## src/ecac_pkg.sv

```systemverilog
// ============================================================================
// ecac_pkg
// Shared types and codes for the cellular automaton cascade classifier.
// ============================================================================
package ecac_pkg;

    // Width of the ring fields on the ports and of the rule byte register.
    localparam int FIELD_W   = 64;
    localparam int RULE_W    = 8;
    localparam int TOTAL_W   = 4;
    localparam int MODE_W    = 2;
    localparam int CFG_IDX_W = 2;

    // Configuration register indexes.
    localparam logic [CFG_IDX_W-1:0] REG_RULE_BYTES    = 2'd0;
    localparam logic [CFG_IDX_W-1:0] REG_RULE_TOTAL    = 2'd1;
    localparam logic [CFG_IDX_W-1:0] REG_CLASSIFY_MODE = 2'd2;

    // Reduction modes; the unused code falls back to majority.
    localparam logic [MODE_W-1:0] MODE_MAJORITY = 2'd0;
    localparam logic [MODE_W-1:0] MODE_XOR      = 2'd1;
    localparam logic [MODE_W-1:0] MODE_BIT_ZERO = 2'd2;

    // Control bundle handed to every generation stage.
    typedef struct packed {
        logic              en;     // pipeline advance
        logic              apply;  // this stage's rule is part of the cascade
        logic [RULE_W-1:0] rule;   // Wolfram rule number
    } t_stage_ctl;

endpackage

```

## src/ecac_gen_stage.sv

```systemverilog
// ============================================================================
// ecac_gen_stage
// One registered generation of an elementary cellular automaton on a ring.
// ============================================================================
module ecac_gen_stage
    import ecac_pkg::*;
#(
    parameter int CELLS = 64
) (
    input  logic             i_clk,
    input  logic             i_rst_n,
    input  t_stage_ctl       i_ctl,
    input  logic             i_valid,
    input  logic [CELLS-1:0] i_ring,
    output logic             o_valid,
    output logic [CELLS-1:0] o_ring
);

    logic             r_valid;
    logic [CELLS-1:0] r_ring;
    logic [CELLS-1:0] n_ring;
    logic [CELLS-1:0] gen_ring;

    // Each new cell looks up the rule at {left, self, right}.
    for (genvar j = 0; j < CELLS; j++) begin : g_cell
        localparam int LPOS = (j == 0) ? CELLS - 1 : j - 1;
        localparam int RPOS = (j == CELLS - 1) ? 0 : j + 1;
        assign gen_ring[j] = i_ctl.rule[{i_ring[LPOS], i_ring[j], i_ring[RPOS]}];
    end

    assign n_ring = i_ctl.apply ? gen_ring : i_ring;

    always_ff @(posedge i_clk) begin
        if (!i_rst_n) begin
            r_valid <= 1'b0;
        end else if (i_ctl.en) begin
            r_valid <= i_valid;
        end
    end

    always_ff @(posedge i_clk) begin
        if (i_ctl.en) begin
            r_ring <= n_ring;
        end
    end

    assign o_valid = r_valid;
    assign o_ring  = r_ring;

endmodule

```

## config.mk

```make
export PLATFORM = sky130hd
export DESIGN_NAME = ecac_gen_stage
export DESIGN_NICKNAME = d
export VERILOG_FILES = /design/src/ecac_pkg.sv /design/src/ecac_gen_stage.sv
export SDC_FILE = /design/constraint.sdc
export NUM_CORES = 1
export LEC_CHECK = 0
export BUFFER_PORTS_ARGS = -buffer_cell sky130_fd_sc_hd__clkbuf_2
export CORE_ASPECT_RATIO = 1.1
export CORE_MARGIN = 2
export CORE_UTILIZATION = 61
export CTS_BUF_LIST = sky130_fd_sc_hd__clkbuf_8 sky130_fd_sc_hd__clkbuf_16
export DETAILED_ROUTE_END_ITERATION = 6
export GPL_ROUTABILITY_DRIVEN = 0
export PLACE_DENSITY = 0.88
export SETUP_SLACK_MARGIN = 0.02
export SLEW_MARGIN = 20
export SYNTH_ARGS = -nofsm -noshare
export SYNTH_HDL_FRONTEND = slang
export SYNTH_SLANG_ARGS = --single-unit
```

## constraint.sdc

```tcl
create_clock -name i_clk -period 2.25 [get_ports i_clk]
set_clock_uncertainty 0.05 [all_clocks]
set_input_delay 0.3375 -clock i_clk [delete_from_list [all_inputs] [get_ports i_clk]]
set_output_delay 0.3375 -clock i_clk [all_outputs]
set_load 0.02 [all_outputs]
```

==> impl_metrics.yaml <==
route:
  ant_nets: 0
  via_count: 5670
  viasPerCell: 7.17
  avgRoutedWirePerCell_um: 21.8
  drt-initial-drc-count: 751
  wl_um: 17200
  drc: 0
  drtPass1Iterations: 6
flow_run:
  max_cap_violations: 0
floorplan:
  rows: 39
  die_w_um: 103
  die_h_um: 113
  start_util_pct: 62.7
  core_area_um2: 10400
  ios: 142
  die_area_um2: 11600
clocking:
  cts_hold_buf: 0
  clockBufferDepth: 2
  htreeDepth: 3
  clk_latency_ps: 340
  cts-root-buf: "clkbuf_16"
  numCtsBuffers: 9
  cts.clk_slew.worst_paths_ps: 50
  numClockSinks: 65
  post_cts_resized: 0
  cts_setup_buffers: 0
  cts_tree: "built"
place:
  hpwl_um: 10800
  place_ws_ps: 310
  dp_cells: 775
  portBuffers: 141
  placed_area_um2: 7020
synth:
  synth.most_common_cell: "mux4_2"
  synth_flop_cell: "edfxtp_1"
  yosys_register_bits: 65
  ys.warnings.count: 0
  synthArstFlopShare_pct: 0
  synth_top_family_by_area: "multiplexers"
  synth_simple_gate_area_share_pct: 10.0
  synth-adder-area-share_pct: 0
  synth_common_cells: "mux4_2 (93), nand2_1 (69), edfxtp_1 (64)"
  netlist_instances: 572
  synthXorXnorAreaFrac_pct: 0
  syn_nets: 649
  synth_cell_types: 37
  synth_top_area_share_pct: 32.0
  synthTopCellsByArea: "mux4_2 (32%), edfxtp_1 (29%), nand2_1 (4.0%)"
  synth_area_per_cell_um2: 11.4
  synth_compound_area_share_pct: 13.3
  synth.area.mux_share_pct: 37.4
  syn_area_um2: 6540
  synth_top_area_cell: "mux4_2"
  seq_area_frac_synth_pct: 29.7
  synth-edff-count: 64
timing:
  tns_ps: 0
  fin_crit_sh_pct: 71.8
  tightest_slew_ps: 565
  grt_setup_unrepaired: "no"
  timing.fmax_ghz: 0.619
  hold_viol_final: 0
  slew_viol_final: 0
  holdWs_ps: 157
  setup_viol: 0
  maxSlewHeadroom_pct: 62.3
  worst_slack_ps: 634
  fin_crit_ps: 1620
setup_path:
  cp_slowest_stage_delay_ps: 470
  crit_slowest_cell: "mux4_2"
  path_class: "input pin to flip-flop"
  startpoint_type: "input pin"
  worstPathMaxFanout: 24
  endpoint_kind: "flip-flop"
  cpLargestDelayFamily: "buffers and inverters"
  cp.required_ps: 2280
  cp_cell_sequence: "clkbuf_2, buf_4, mux4_2, o21ai_0, o21ai_1"
  cp_data_arrival_time_ps: 1650
  crit_buf_inv: 2
power:
  p_per_area_nw_per_um2: 573
  totalPowerFinal_mw: 4.19
  peakVddDrop_mv: 0.420
  p_leak_nw: 2.77
worst_hold_path:
  hold_class: "input pin to flip-flop"
cells_and_area:
  final_util_pct: 70.0
  final_layout_size_suffix_gt1_share_pct: 43.7
  fin_cells: 791
  antenna_cells: 0
  final_nets: 720
  stdcell_area_um2: 7310
  syn_to_final_growth_pct: 11.7
  n_fill_cell: 733
global_routing:
  globalRouteOverflowTotal: 0
  grt_util_all_layers_pct: 30.3
  grt_antenna_before_repair: 0
  grt_first_pass_wirelength_um: 27000
  grt_pass1_vias: 5250
  grt_max_degree: 66
run_status:
  status: "complete, no violations"
## path summary, 6_finish.rpt
| path | start | end | slack [ps] | depth (start not counted) |
|---|---|---|---|---|
| min | i_rst_n | o_valid | 160 | 2 |
| min reg2reg | o_valid | o_valid | 470 | 2 |
| max | i_ctl[6] | o_ring[60] | 630 | 5 |
| max reg2reg | o_valid | o_valid | 1620 | 2 |
## area by class of cell
type	instances	area, um^2	share of cell area (%)
timing repair buffer	158	883	12.1
inverter	11	41.3	0.565
sequential	65	1940	26.6
clock buffer	12	267	3.65
multi-input combinational	398	3970	54.4
clock inverter	4	20.0	0.274
tap	143	179	2.45
## cell usage in the layout (no fill, tap or decap), types with 3 or more instances in the layout
cell,synthesis,layout
o2bb2ai_1,5,5
nand2b_1,13,13
mux2_2,14,14
nand3_1,15,15
buf_12,0,4
o21ai_1,44,44
a21oi_1,17,17
clkbuf_16,0,9
clkbuf_8,0,3
edfxtp_1,64,64
o211ai_1,5,5
a32o_1,19,19
nor2_1,30,30
o2111ai_1,14,14
and2_1,6,6
nand2_1,69,69
inv_1,9,11
a31oi_1,7,7
a32oi_1,5,5
clkbuf_2,0,140
nor2b_1,13,13
buf_4,3,13
mux2i_1,17,17
mux4_2,93,93
## flip-flops by register name, indices dropped and copies added, names as in the netlist
register,flops
o_valid,1
o_ring,64
## metal layers
metal  wire length (um)  global-route usage [%]
met1               5900                    40.7
met2               8580                    48.5
met3               2020                    4.92
met4                711                    14.4
met5                  0                       0
## where the power goes
part,leakage (nW),switching (mW),internal (mW),total (mW)
logic,1.99,0.732,0.567,1.30
registers,0.634,0.0387,1.49,1.52
clock network,0.147,0.538,0.826,1.36
total,2.77,1.31,2.88,4.19
## worst register-to-register path, delay by kind of cell (launching register included)
kind             cells  cell delay (ps)
and+or+nand+nor      1               60
DFF                  1              300
muxes                1              120
## cells by family after synthesis
kind of cell           after synthesis
and+or+nand+nor                    147
AOI/OAI and AO/OA                  126
muxes                              125
buffers and inverters              109
DFF                                 65
No activity file was read; power rests on OpenSTA's default activity.
