**config.mk**
```make
export PLATFORM = sky130hd
export DESIGN_NAME = ecac_reduce
export DESIGN_NICKNAME = d
export VERILOG_FILES = /design/src/ecac_pkg.sv /design/src/ecac_reduce.sv
export SDC_FILE = /design/constraint.sdc
export NUM_CORES = 1
export LEC_CHECK = 0
export ABC_AREA = 0
export BUFFER_PORTS_ARGS = -buffer_cell sky130_fd_sc_hd__buf_4
export CORE_MARGIN = 10
export CORE_UTILIZATION = 40
export CTS_CLUSTER_SIZE = 25
export DETAILED_ROUTE_END_ITERATION = 10
export PLACE_DENSITY = 0.74
export SETUP_SLACK_MARGIN = 0.02
export SLEW_MARGIN = 20
export SYNTH_ARGS = -nofsm -noshare
export SYNTH_HDL_FRONTEND = slang
export SYNTH_SLANG_ARGS = --single-unit
```
**constraint.sdc**
```tcl
create_clock -name i_clk -period 4.2 [get_ports i_clk]
set_clock_uncertainty 0.05 [all_clocks]
set_input_delay 0.21 -clock i_clk [delete_from_list [all_inputs] [get_ports i_clk]]
set_output_delay 0.21 -clock i_clk [all_outputs]
set_load 0.01 [all_outputs]
```
**src/ecac_pkg.sv**
```systemverilog
// ============================================================================
// ecac_pkg
// Shared types and codes for the cellular automaton cascade classifier.
// ============================================================================
package ecac_pkg;

    // Width of the ring fields on the ports and of the rule byte register.
    localparam int FIELD_W   = 64;
    localparam int RULE_W    = 8;
    localparam int TOTAL_W   = 4;
    localparam int MODE_W    = 2;
    localparam int CFG_IDX_W = 2;

    // Configuration register indexes.
    localparam logic [CFG_IDX_W-1:0] REG_RULE_BYTES    = 2'd0;
    localparam logic [CFG_IDX_W-1:0] REG_RULE_TOTAL    = 2'd1;
    localparam logic [CFG_IDX_W-1:0] REG_CLASSIFY_MODE = 2'd2;

    // Reduction modes; the unused code falls back to majority.
    localparam logic [MODE_W-1:0] MODE_MAJORITY = 2'd0;
    localparam logic [MODE_W-1:0] MODE_XOR      = 2'd1;
    localparam logic [MODE_W-1:0] MODE_BIT_ZERO = 2'd2;

    // Control bundle handed to every generation stage.
    typedef struct packed {
        logic              en;     // pipeline advance
        logic              apply;  // this stage's rule is part of the cascade
        logic [RULE_W-1:0] rule;   // Wolfram rule number
    } t_stage_ctl;

endpackage

```
**src/ecac_reduce.sv**
```systemverilog
// ============================================================================
// ecac_reduce
// Two-stage reduction of the final ring to one class bit.
// ============================================================================
module ecac_reduce
    import ecac_pkg::*;
#(
    parameter int CELLS = 64
) (
    input  logic              i_clk,
    input  logic              i_rst_n,
    input  logic              i_en,
    input  logic [MODE_W-1:0] i_mode,
    input  logic              i_valid,
    input  logic [CELLS-1:0]  i_ring,
    output logic              o_valid,
    output logic              o_class,
    output logic [CELLS-1:0]  o_ring
);

    localparam int NG   = (CELLS + 7) / 8;
    localparam int GW   = 4;
    localparam int CW   = $clog2(CELLS + 1);
    localparam int HALF = CELLS / 2;

    logic [NG*8-1:0]     pad_ring;
    logic [GW-1:0]       n_grp [NG];
    logic [GW-1:0]       r_grp [NG];
    logic                r_v1;
    logic [CELLS-1:0]    r_ring1;
    logic                r_xor1;
    logic                r_bit1;
    logic [MODE_W-1:0]   r_mode1;
    logic [CW-1:0]       ones;
    logic                n_class;
    logic                r_v2;
    logic                r_class2;
    logic [CELLS-1:0]    r_ring2;

    assign pad_ring = (NG*8)'(i_ring);

    // First stage: population count of each byte of the ring.
    always_comb begin
        for (int g = 0; g < NG; g++) begin
            n_grp[g] = '0;
            for (int b = 0; b < 8; b++) begin
                n_grp[g] = n_grp[g] + GW'(pad_ring[g*8 + b]);
            end
        end
    end

    always_ff @(posedge i_clk) begin
        if (!i_rst_n) begin
            r_v1 <= 1'b0;
            r_v2 <= 1'b0;
        end else if (i_en) begin
            r_v1 <= i_valid;
            r_v2 <= r_v1;
        end
    end

    always_ff @(posedge i_clk) begin
        if (i_en) begin
            r_grp    <= n_grp;
            r_ring1  <= i_ring;
            r_xor1   <= ^i_ring;
            r_bit1   <= i_ring[0];
            r_mode1  <= i_mode;
            r_class2 <= n_class;
            r_ring2  <= r_ring1;
        end
    end

    // Second stage: total the byte counts and pick the class bit.
    always_comb begin
        ones = '0;
        for (int g = 0; g < NG; g++) begin
            ones = ones + CW'(r_grp[g]);
        end
        case (r_mode1)
            MODE_XOR:      n_class = r_xor1;
            MODE_BIT_ZERO: n_class = r_bit1;
            default:       n_class = (ones > CW'(HALF));
        endcase
    end

    assign o_valid = r_v2;
    assign o_class = r_class2;
    assign o_ring  = r_ring2;

endmodule

```
==> results.env, run 1 <==
STATUS='complete, but fails checks'
VIOLATIONS_IN_THE_FINAL_REPORTS='setup timing'
CLK_PIN_SLEW_WORST_PATHS_NS=0.07
DRT_ITER0_MARKERS=245
ROUTE.DETAILED.DRC=0
CTS.ROOT.BUFFER_CELL='clkbuf_16'
SYNTHDOMINANTCELLAREASHARE=0.628
CP_DATA_REQUIRED_TIME_NS=4.31
TIGHTEST_SLEW_NS=0.766
FIRST_PASS_ITERS=4
SYNTH_FP_NETS=655
DRT-TOTAL-WL_UM=16300
SYNTH_COMPOUND_GATE_AREA_SHARE=0.0116
NETLIST.TOP_CELL.BY_AREA='edfxtp_1'
INITIAL_UTILIZATION=0.404
CTS_SETUP_BUFFERS=0
FINALCRITICALPERIOD_NS=4.62
POWER.LEAKAGE_nW=4.50
PLACE.PORT_BUFFERS=135
TIMING_HOLD_VIOLATIONS_FINAL=0
POWER.SWITCHING_mW=2.43
SW_FRAC_OF_TOTAL=0.358
P_TOTAL_mW=6.77
POST_SYNTH_XOR_AREA_FRACTION=0.0716
SYNTH_AREA_PER_INST_UM2=16.0
FINALNONFILLERCELLS=990
VIAS_PER_CELL=4.30
FMAXACHIEVABLE_GHz=0.217
POST_SYNTH_INST_COUNT=489
CRITICAL_PATH_CLASS='reg2reg'
RELSLEWSLACK=0.489
FINAL_NETS=878
YOSYS_WARNINGS=0
TIMING.FINAL.SETUP_VIOLATIONS=1
SEQUENTIAL_FRACTION_OF_THE_SYNTHESIS_AREA=0.633
POST-ROUTE-WORST-SETUP-SLACK_NS=-0.417
GRT_START_MAX_NET_PINS=86
NUMBER_OF_PLACED_INSTANCES_TAPS_INCLUDED=891
HPWL_UM=12000
TIMING.HOLD.WORST.CLASS='in2reg'
POWER_DENSITY_nW_PER_UM2=645
POST_SYNTH_MAIN_AREA_CONTRIBUTORS='edfxtp_1 (63%), fa_1 (14%), ha_1 (6.5%)'
SYN_TO_FINAL_GROWTH_PCT=33.8
END_KIND='flop'
COMBPWRFRAC=0.464
POSTSYNTHREGISTERBITS=166
POST_DRT_WL_PER_CELL_UM=16.5
N_ANTENNA_CELL=0
POST_SYNTH_MUX_AREA_SHARE=0.00255
CRIT_FANOUT=3
GRT_FIRST_PASS_WIRELENGTH_UM=26000
LAYOUT-DRIVE-GT1-SHARE=0.240
FINAL.SETUP.TNS_NS=-0.417
INTERNAL-POWER_mW=4.34
SHARE_SEQ_OF_TOTAL_POWER=0.315
WORSTSKEWPAIRLATENCY_NS=0.41
PWR-SHARE-CLK=0.221
ROUTABILITYCONGESTION=0.795
CTS_MAX_PATH_BUFFERS=2
GRT_REMAINING_OVERFLOW=0
YOSYSUNIQUECELLTYPES=20
COMBINATIONAL_FAMILY_WITH_THE_MOST_AREA_AFTER_SYNTHESIS='adder cells'
FP.DIEH_UM=160
WORST_SETUP_PATH_START_KIND='flop'
ARRIVAL_NS=4.72
GRTUSAGETOTAL=0.130
NUMBER_OF_BUFFERS_CREATED_BY_CTS=17
PLACEMENT_ROWS=51
SYNTHSIMPLEGATEAREAFRAC=0.0113
NUMBER_OF_VIOLATIONS_OF_THE_MAX_CAPACITANCE_LIMIT=0
DIE_AREA_UM2=25600
VIA_COUNT=4256
PERIOD_SHARE=1.10
IOS=136
CTSHTREEMAXLEVEL=4
CTS_TREE='yes'
GRT_PASS1_VIAS=4873
VDD.IR_DROP.WORST_mV=0.507
YOSYS.AREA_SHARE.ADDER=0.206
GRT_SETUP_UNREPAIRED='true'
DESIGN.CORE.AREA_UM2=19400
DIE_X_UM=160
TIMING_MAX_TRANSITION_VIOLATIONS_FINAL=0
ANTENNA_FOUND_INITIAL=0
FINAL_ANTENNA_NET_COUNT=0
CTS_SINKS=166
SYN_AREA_UM2=7840
FINAL.FILL_COUNT=1600
[routing by layer]
metal	track usage	routed length (um)	up-vias
met1	0.150	6750	2107
met2	0.225	8540	108
met5	0	0	-
li1	-	-	2027
met3	0.0429	795	14
met4	0.0376	239	0
[cell type report]
| class | instances | area, um2 | share of cell area |
|---|---|---|---|
| inverters | 134 | 503 | 0.0479 |
| flip-flops and latches | 166 | 4960 | 0.473 |
| clock inverters | 15 | 136 | 0.0130 |
| repair buffers | 204 | 1700 | 0.162 |
| multi-input cells | 189 | 2430 | 0.231 |
| well taps | 265 | 332 | 0.0316 |
| clock buffers | 17 | 425 | 0.0405 |
[per-stage QoR]
stage	instance area, um2	worst slack [ns]	hold slack [ns]	utilization
floorplan	7860	-0.147	0.259	-
global placement	9220	-0.230	0.341	0.475
detailed placement	9220	-0.443	0.340	0.475
CTS	10500	-0.453	0.0256	0.539
global route	10500	-0.532	0.0666	0.541
finish	10500	-0.417	0.0332	0.541
[final timing paths]
check / slack [ns] / cells past startpoint / from / to
max: -0.42 / 16 / r_grp[2] / o_class
min: 0.03 / 3 / i_valid / r_v1
max reg2reg: -0.42 / 16 / r_grp[2] / o_class
min reg2reg: 0.37 / 0 / r_ring1[63] / o_ring[63]
[worst max-delay path: stages (launching register included)]
cell and delay (ns):
edfxtp_1 0.35, inv_2 0.04, fa_1 0.54, inv_1 0.05
fa_1 0.46, fa_1 0.50, inv_1 0.06, fa_1 0.47
inv_2 0.09, ha_4 0.13, inv_2 0.03, fa_1 0.46
or4b_4 0.50, o32ai_4 0.25, a22oi_2 0.14, o21ai_2 0.10
a31oi_1 0.12
[power by group through the flow]
| stage | registers [mW] | clock network, mW | logic (mW) |
|---|---|---|---|
| 6_report | 2.13 | 1.50 | 3.14 |
| 5_1_grt | 2.15 | 1.61 | 3.55 |
| 4_1_cts | 2.13 | 1.54 | 2.79 |
| 3_5_place_dp | 2.17 | 0 | 2.67 |
| 3_3_place_gp | 2.16 | 0 | 2.43 |
| 2_1_floorplan | 2.17 | 0 | 1.86 |
[cells by family (layout without fill, tap and decap cells)]
family,count (synthesis),after routing
AOI/OAI and AO/OA,16,16
buffers and inverters,134,370
adders and majority gates,96,96
DFF,166,166
xor gates and xnor gates,61,61
and+or+nand+nor,14,14
muxes,2,2
[cells in the final DEF, fill, tap and decap left out, drive strengths merged, types with 2 or more instances in the layout]
cell type / synthesis / layout
xnor2: 48 / 48
a21oi: 10 / 10
nor2b: 10 / 10
xnor3: 2 / 2
xor2: 11 / 11
fa: 55 / 55
ha: 41 / 41
buf: 0 / 137
clkinv: 0 / 10
dlygate4sd3: 0 / 67
inv: 134 / 136
clkbuf: 0 / 17
edfxtp: 164 / 164
bufinv: 0 / 2
mux2i: 2 / 2
dfxtp: 2 / 2
o21ai: 2 / 2
[synthesized netlist by cell type, drive strengths merged]
library cell    n
nor2b          10
nand3b          1
ha             41
xnor3           2
a221oi          1
o32ai           1
a31oi           1
inv           134
a21oi          10
mux2i           2
nor2            1
nor3            1
fa             55
xor2           11
xnor2          48
or4b            1
a22oi           1
o21ai           2
edfxtp        164
dfxtp           2
[flip-flops by register name, indices dropped and copies added (netlist names)]
signal and flops:
o_valid 1, o_class 1, r_ring1 64, r_xor1 1
r_grp 32, r_v1 1, o_ring 64, r_mode1 2
[repair_timing]
item / CTS / global route
pin swaps: 4 / 1
hold buffers: 67 / 0
resized for setup: 2 / 7
endpoints found under the setup margin: 1 / 1
endpoints found under the hold margin: 68 / 0
(Power assumes the default switching activity.)
==> run 2, diff against run 1 <==
--- a/config.mk
+++ b/config.mk
@@ -5,13 +5,13 @@
 export SDC_FILE = /design/constraint.sdc
 export NUM_CORES = 1
 export LEC_CHECK = 0
-export ABC_AREA = 0
-export BUFFER_PORTS_ARGS = -buffer_cell sky130_fd_sc_hd__buf_4
+export ABC_AREA = 1
+export BUFFER_PORTS_ARGS = -buffer_cell sky130_fd_sc_hd__buf_2
 export CORE_MARGIN = 10
 export CORE_UTILIZATION = 40
 export CTS_CLUSTER_SIZE = 25
 export DETAILED_ROUTE_END_ITERATION = 10
-export PLACE_DENSITY = 0.74
+export PLACE_DENSITY_LB_ADDON = 0.05
 export SETUP_SLACK_MARGIN = 0.02
 export SLEW_MARGIN = 20
 export SYNTH_ARGS = -nofsm -noshare
==> results.env, run 2 <==
CTS_TREE='yes'
STATUS='finished clean'
SYNTH_EDF_COUNT=164  # unchanged
TIMING_MAX_TRANSITION_VIOLATIONS_FINAL=0  # unchanged
VIAS_PER_CELL=4.40  # +2.4%
SYNTH_AREA_PER_INST_UM2=11.7  # -27%
INTERNAL-POWER_mW=4.13  # -4.9%
CRIT_FANOUT=2  # -1
SYNTH_TOP_FLOP_CELL='edfxtp_1'
CTS.ROOT.BUFFER_CELL='clkbuf_16'
CRITICAL_PATH_CLASS='reg2reg'
CTS_SINKS=166  # unchanged
GRT_REMAINING_OVERFLOW=0  # unchanged
RELSLEWSLACK=0.364  # -0.126
PWR-SHARE-CLK=0.239  # +0.018
WORST_SETUP_PATH_START_KIND='flop'
ARRIVAL_NS=4.04  # -0.68 ns
NUMBER_OF_BUFFERS_CREATED_BY_CTS=17  # unchanged
CP_DATA_REQUIRED_TIME_NS=4.31  # about the same
FINAL.SETUP.TNS_NS=0  # +0.417 ns
DESIGN.CORE.AREA_UM2=21100  # +8.7%
TIMING.RR.END='o_class'
ROUTABILITYCONGESTION=0.747  # -6.0%
ROUTE.DETAILED.DRC=0  # unchanged
FF2FF_SETUP_SLACK_NS=0.27  # +0.69 ns
SW_FRAC_OF_TOTAL=0.344  # -0.0145
CTS_MAX_PATH_BUFFERS=2  # unchanged
CTSHTREEMAXLEVEL=4  # unchanged
PERIOD_SHARE=0.936  # -0.163
TIMING_HOLD_VIOLATIONS_FINAL=0  # unchanged
PLACEMENT_ROWS=53  # +3.9%
SYNTH_MOST_COMMON_CELL='nand2_1'
POWER.SWITCHING_mW=2.17  # -11%
FINAL.FILL_COUNT=1874  # +17%
POST_DRT_WL_PER_CELL_UM=13.1  # -20%
SYN_TO_FINAL_GROWTH_PCT=26.4
TIMING.FINAL.SETUP_VIOLATIONS=0  # -1
POST_SYNTH_MAIN_AREA_CONTRIBUTORS='edfxtp_1 (57%), fa_1 (13%), nand2_1 (8.1%)'
HPWL_UM=12000  # -0.36%
FINAL_NETS=1120  # +28%
FMAXACHIEVABLE_GHz=0.254  # +17%
SYNTHDOMINANTCELLAREASHARE=0.574  # -0.0542
TIMING.HOLD.WORST.CLASS='in2reg'
VIA_COUNT=5470  # +29%
YOSYS_WARNINGS=0  # unchanged
DRT-TOTAL-WL_UM=16300  # about the same
NETLIST.TOP_CELL.BY_AREA='edfxtp_1'
POWER.LEAKAGE_nW=5.16  # +15%
HOLDWS_NS=0.0295  # -0.00366 ns
YS_ASYNC_SR_FRACTION=0  # unchanged
ANTENNA_FOUND_INITIAL=0  # unchanged
WORST_R2R_STARTPOINT='r_grp[2]'
CTS_SETUP_BUFFERS=0  # unchanged
DIE_X_UM=166  # +4.0%
SEQUENTIAL_FRACTION_OF_THE_SYNTHESIS_AREA=0.578  # -0.0546
POST_SYNTH_INST_COUNT=736  # +51%
COMBPWRFRAC=0.425  # -0.039
HOLD_START='i_ring[18]'
LAYOUT-DRIVE-GT1-SHARE=0.191  # -0.0487
POWER_DENSITY_nW_PER_UM2=580  # -10%
SYNTH_FP_NETS=902  # +38%
SYN_AREA_UM2=8580  # +9.4%
N_ANTENNA_CELL=0  # unchanged
FINALCRITICALPERIOD_NS=3.93  # -0.686 ns
MOSTFREQUENTLAYOUTCELL='nand2_1'
CLK_PIN_SLEW_WORST_PATHS_NS=0.06  # about the same
VDD.IR_DROP.WORST_mV=0.623  # +23%
GRT_SETUP_UNREPAIRED='false'
IOS=136  # unchanged
LAYOUT.CELLS.MOST_COMMON_LIST='nand2_1 (185), inv_1 (172), edfxtp_1 (164), buf_2 (134), dlygate4sd3_1 (65)'
FIRST_PASS_ITERS=5  # +1
GRT_FIRST_PASS_WIRELENGTH_UM=28100  # +8.2%
TIGHTEST_SLEW_NS=0.954  # +0.188 ns
CRIT_PATH_START='r_grp[2]'
HOLDPATHEND='r_ring1[18]'
INITIAL_UTILIZATION=0.407  # +0.00274
FP.DIEH_UM=166  # +4.0%
WORSTSKEWPAIRLATENCY_NS=0.42  # about the same
GRTUSAGETOTAL=0.122  # -0.00769
GRT_PASS1_VIAS=5959  # +22%
FINAL_ANTENNA_NET_COUNT=0  # unchanged
GRT_START_MAX_NET_PINS=104  # +21%
R2R_WORST_PATH_DEPTH=15  # -1
SHARE_SEQ_OF_TOTAL_POWER=0.336  # +0.021
PLACE.PORT_BUFFERS=135  # unchanged
NUMBER_OF_VIOLATIONS_OF_THE_MAX_CAPACITANCE_LIMIT=0  # unchanged
DIE_AREA_UM2=27700  # +8.2%
END_KIND='flop'
DRT_ITER0_MARKERS=188  # -23%
YOSYSUNIQUECELLTYPES=19  # -5.0%
MIN_DELAY_PATH_DEPTH=1  # -2
SYNTH_TOP_CELLS_BY_COUNT='nand2_1 (185), inv_1 (172), edfxtp_1 (164), fa_1 (55), nand3_1 (45)'
POSTSYNTHREGISTERBITS=166  # unchanged
-- run 2: cell types whose count changed after synthesis, moves of 8 or more --
cell | before | now
inv_2 | 0 | 10
inv_1 | 134 | 172
nand3_1 | 0 | 45
nor2b_1 | 10 | 0
nor2_1 | 1 | 20
a21oi_1 | 10 | 2
xnor2_1 | 48 | 12
nand2_1 | 0 | 185
-- run 2: worst max path at each step --
stage                     endpoint  slack [ns]  depth (start not counted)
after floorplan            o_class        0.32                         15
after global placement     o_class        0.19                         15
after detailed placement   o_class        0.10                         15
after CTS                  o_class        0.06                         15
after global routing       o_class        0.07                         15
final                      o_class        0.27                         15
-- run 2: through the flow --
| step | setup slack, ns | instances | cell area, um2 | util | total power [mW] |
|---|---|---|---|---|---|
| after floorplan | 0.322 | 736 | 8580 | - | 3.92 |
| after global placement | 0.186 | 1145 | 9620 | 0.456 | 4.45 |
| after detailed placement | 0.100 | 1145 | 9620 | 0.456 | 4.56 |
| after CTS | 0.0599 | 1242 | 10800 | 0.514 | 6.15 |
| after global routing | 0.0673 | 1242 | 10900 | 0.515 | 6.93 |
| final | 0.268 | 1242 | 10900 | 0.515 | 6.30 |
-- run 2: area by class of cell --
| class | count | area (um2) | share of cell area |
|---|---|---|---|
| inverter | 182 | 683 | 0.0630 |
| clock buffer | 20 | 447 | 0.0412 |
| timing repair buffer | 201 | 1350 | 0.125 |
| multi-input combinational | 386 | 2940 | 0.271 |
| clock inverter | 12 | 120 | 0.0111 |
| sequential | 166 | 4960 | 0.458 |
| tap | 275 | 344 | 0.0317 |
-- run 2: logic make-up (layout without fill, tap and decap cells) --
family | after synthesis | after routing | synth area share
AND/OR/NAND/NOR | 259 | 259 | 0.123
buffers and inverters | 184 | 415 | 0.0813
flip-flops | 166 | 166 | 0.578
adder cells (fa/ha/maj) | 96 | 96 | 0.188
XOR/XNOR | 25 | 25 | 0.0255
AO/OA/AOI/OAI | 6 | 6 | 0.00394
-- run 2: what timing repair did --
item                       CTS  global route
setup endpoints to repair    0             1
resized for setup            0             3
hold buffers                65             0
hold endpoints to repair    64             0
-- run 2: routing by layer --
layer | vias up | GRT usage | wire length, um | part of all wire
li1 | 2734 | - | - | -
met1 | 2620 | 0.144 | 7060 | 0.43
met4 | 0 | 0.0443 | 213 | 0.013
met5 | - | 0 | 0 | 0
met2 | 102 | 0.210 | 8280 | 0.51
met3 | 14 | 0.0332 | 767 | 0.047
-- run 2: power by group through the flow --
stage          Sequential (mW)  Combinational [mW]  Clock [mW]
2_1_floorplan             2.16                1.76           0
3_3_place_gp              2.14                2.31           0
3_5_place_dp              2.15                2.41           0
4_1_cts                   2.12                2.48        1.56
5_1_grt                   2.13                3.19        1.61
6_report                  2.11                2.68        1.51
-- run 2: worst max-delay path, stage by stage (launching register included) --
cell and delay [ns]:
edfxtp_1 0.35, inv_1 0.06, fa_1 0.54, inv_1 0.05, fa_1 0.45, fa_1 0.49, inv_1 0.05, fa_1 0.43
inv_1 0.07, ha_2 0.17, inv_1 0.06, fa_1 0.50, nor4b_4 0.19, nand2_1 0.07, nand3_1 0.07, a32oi_1 0.08
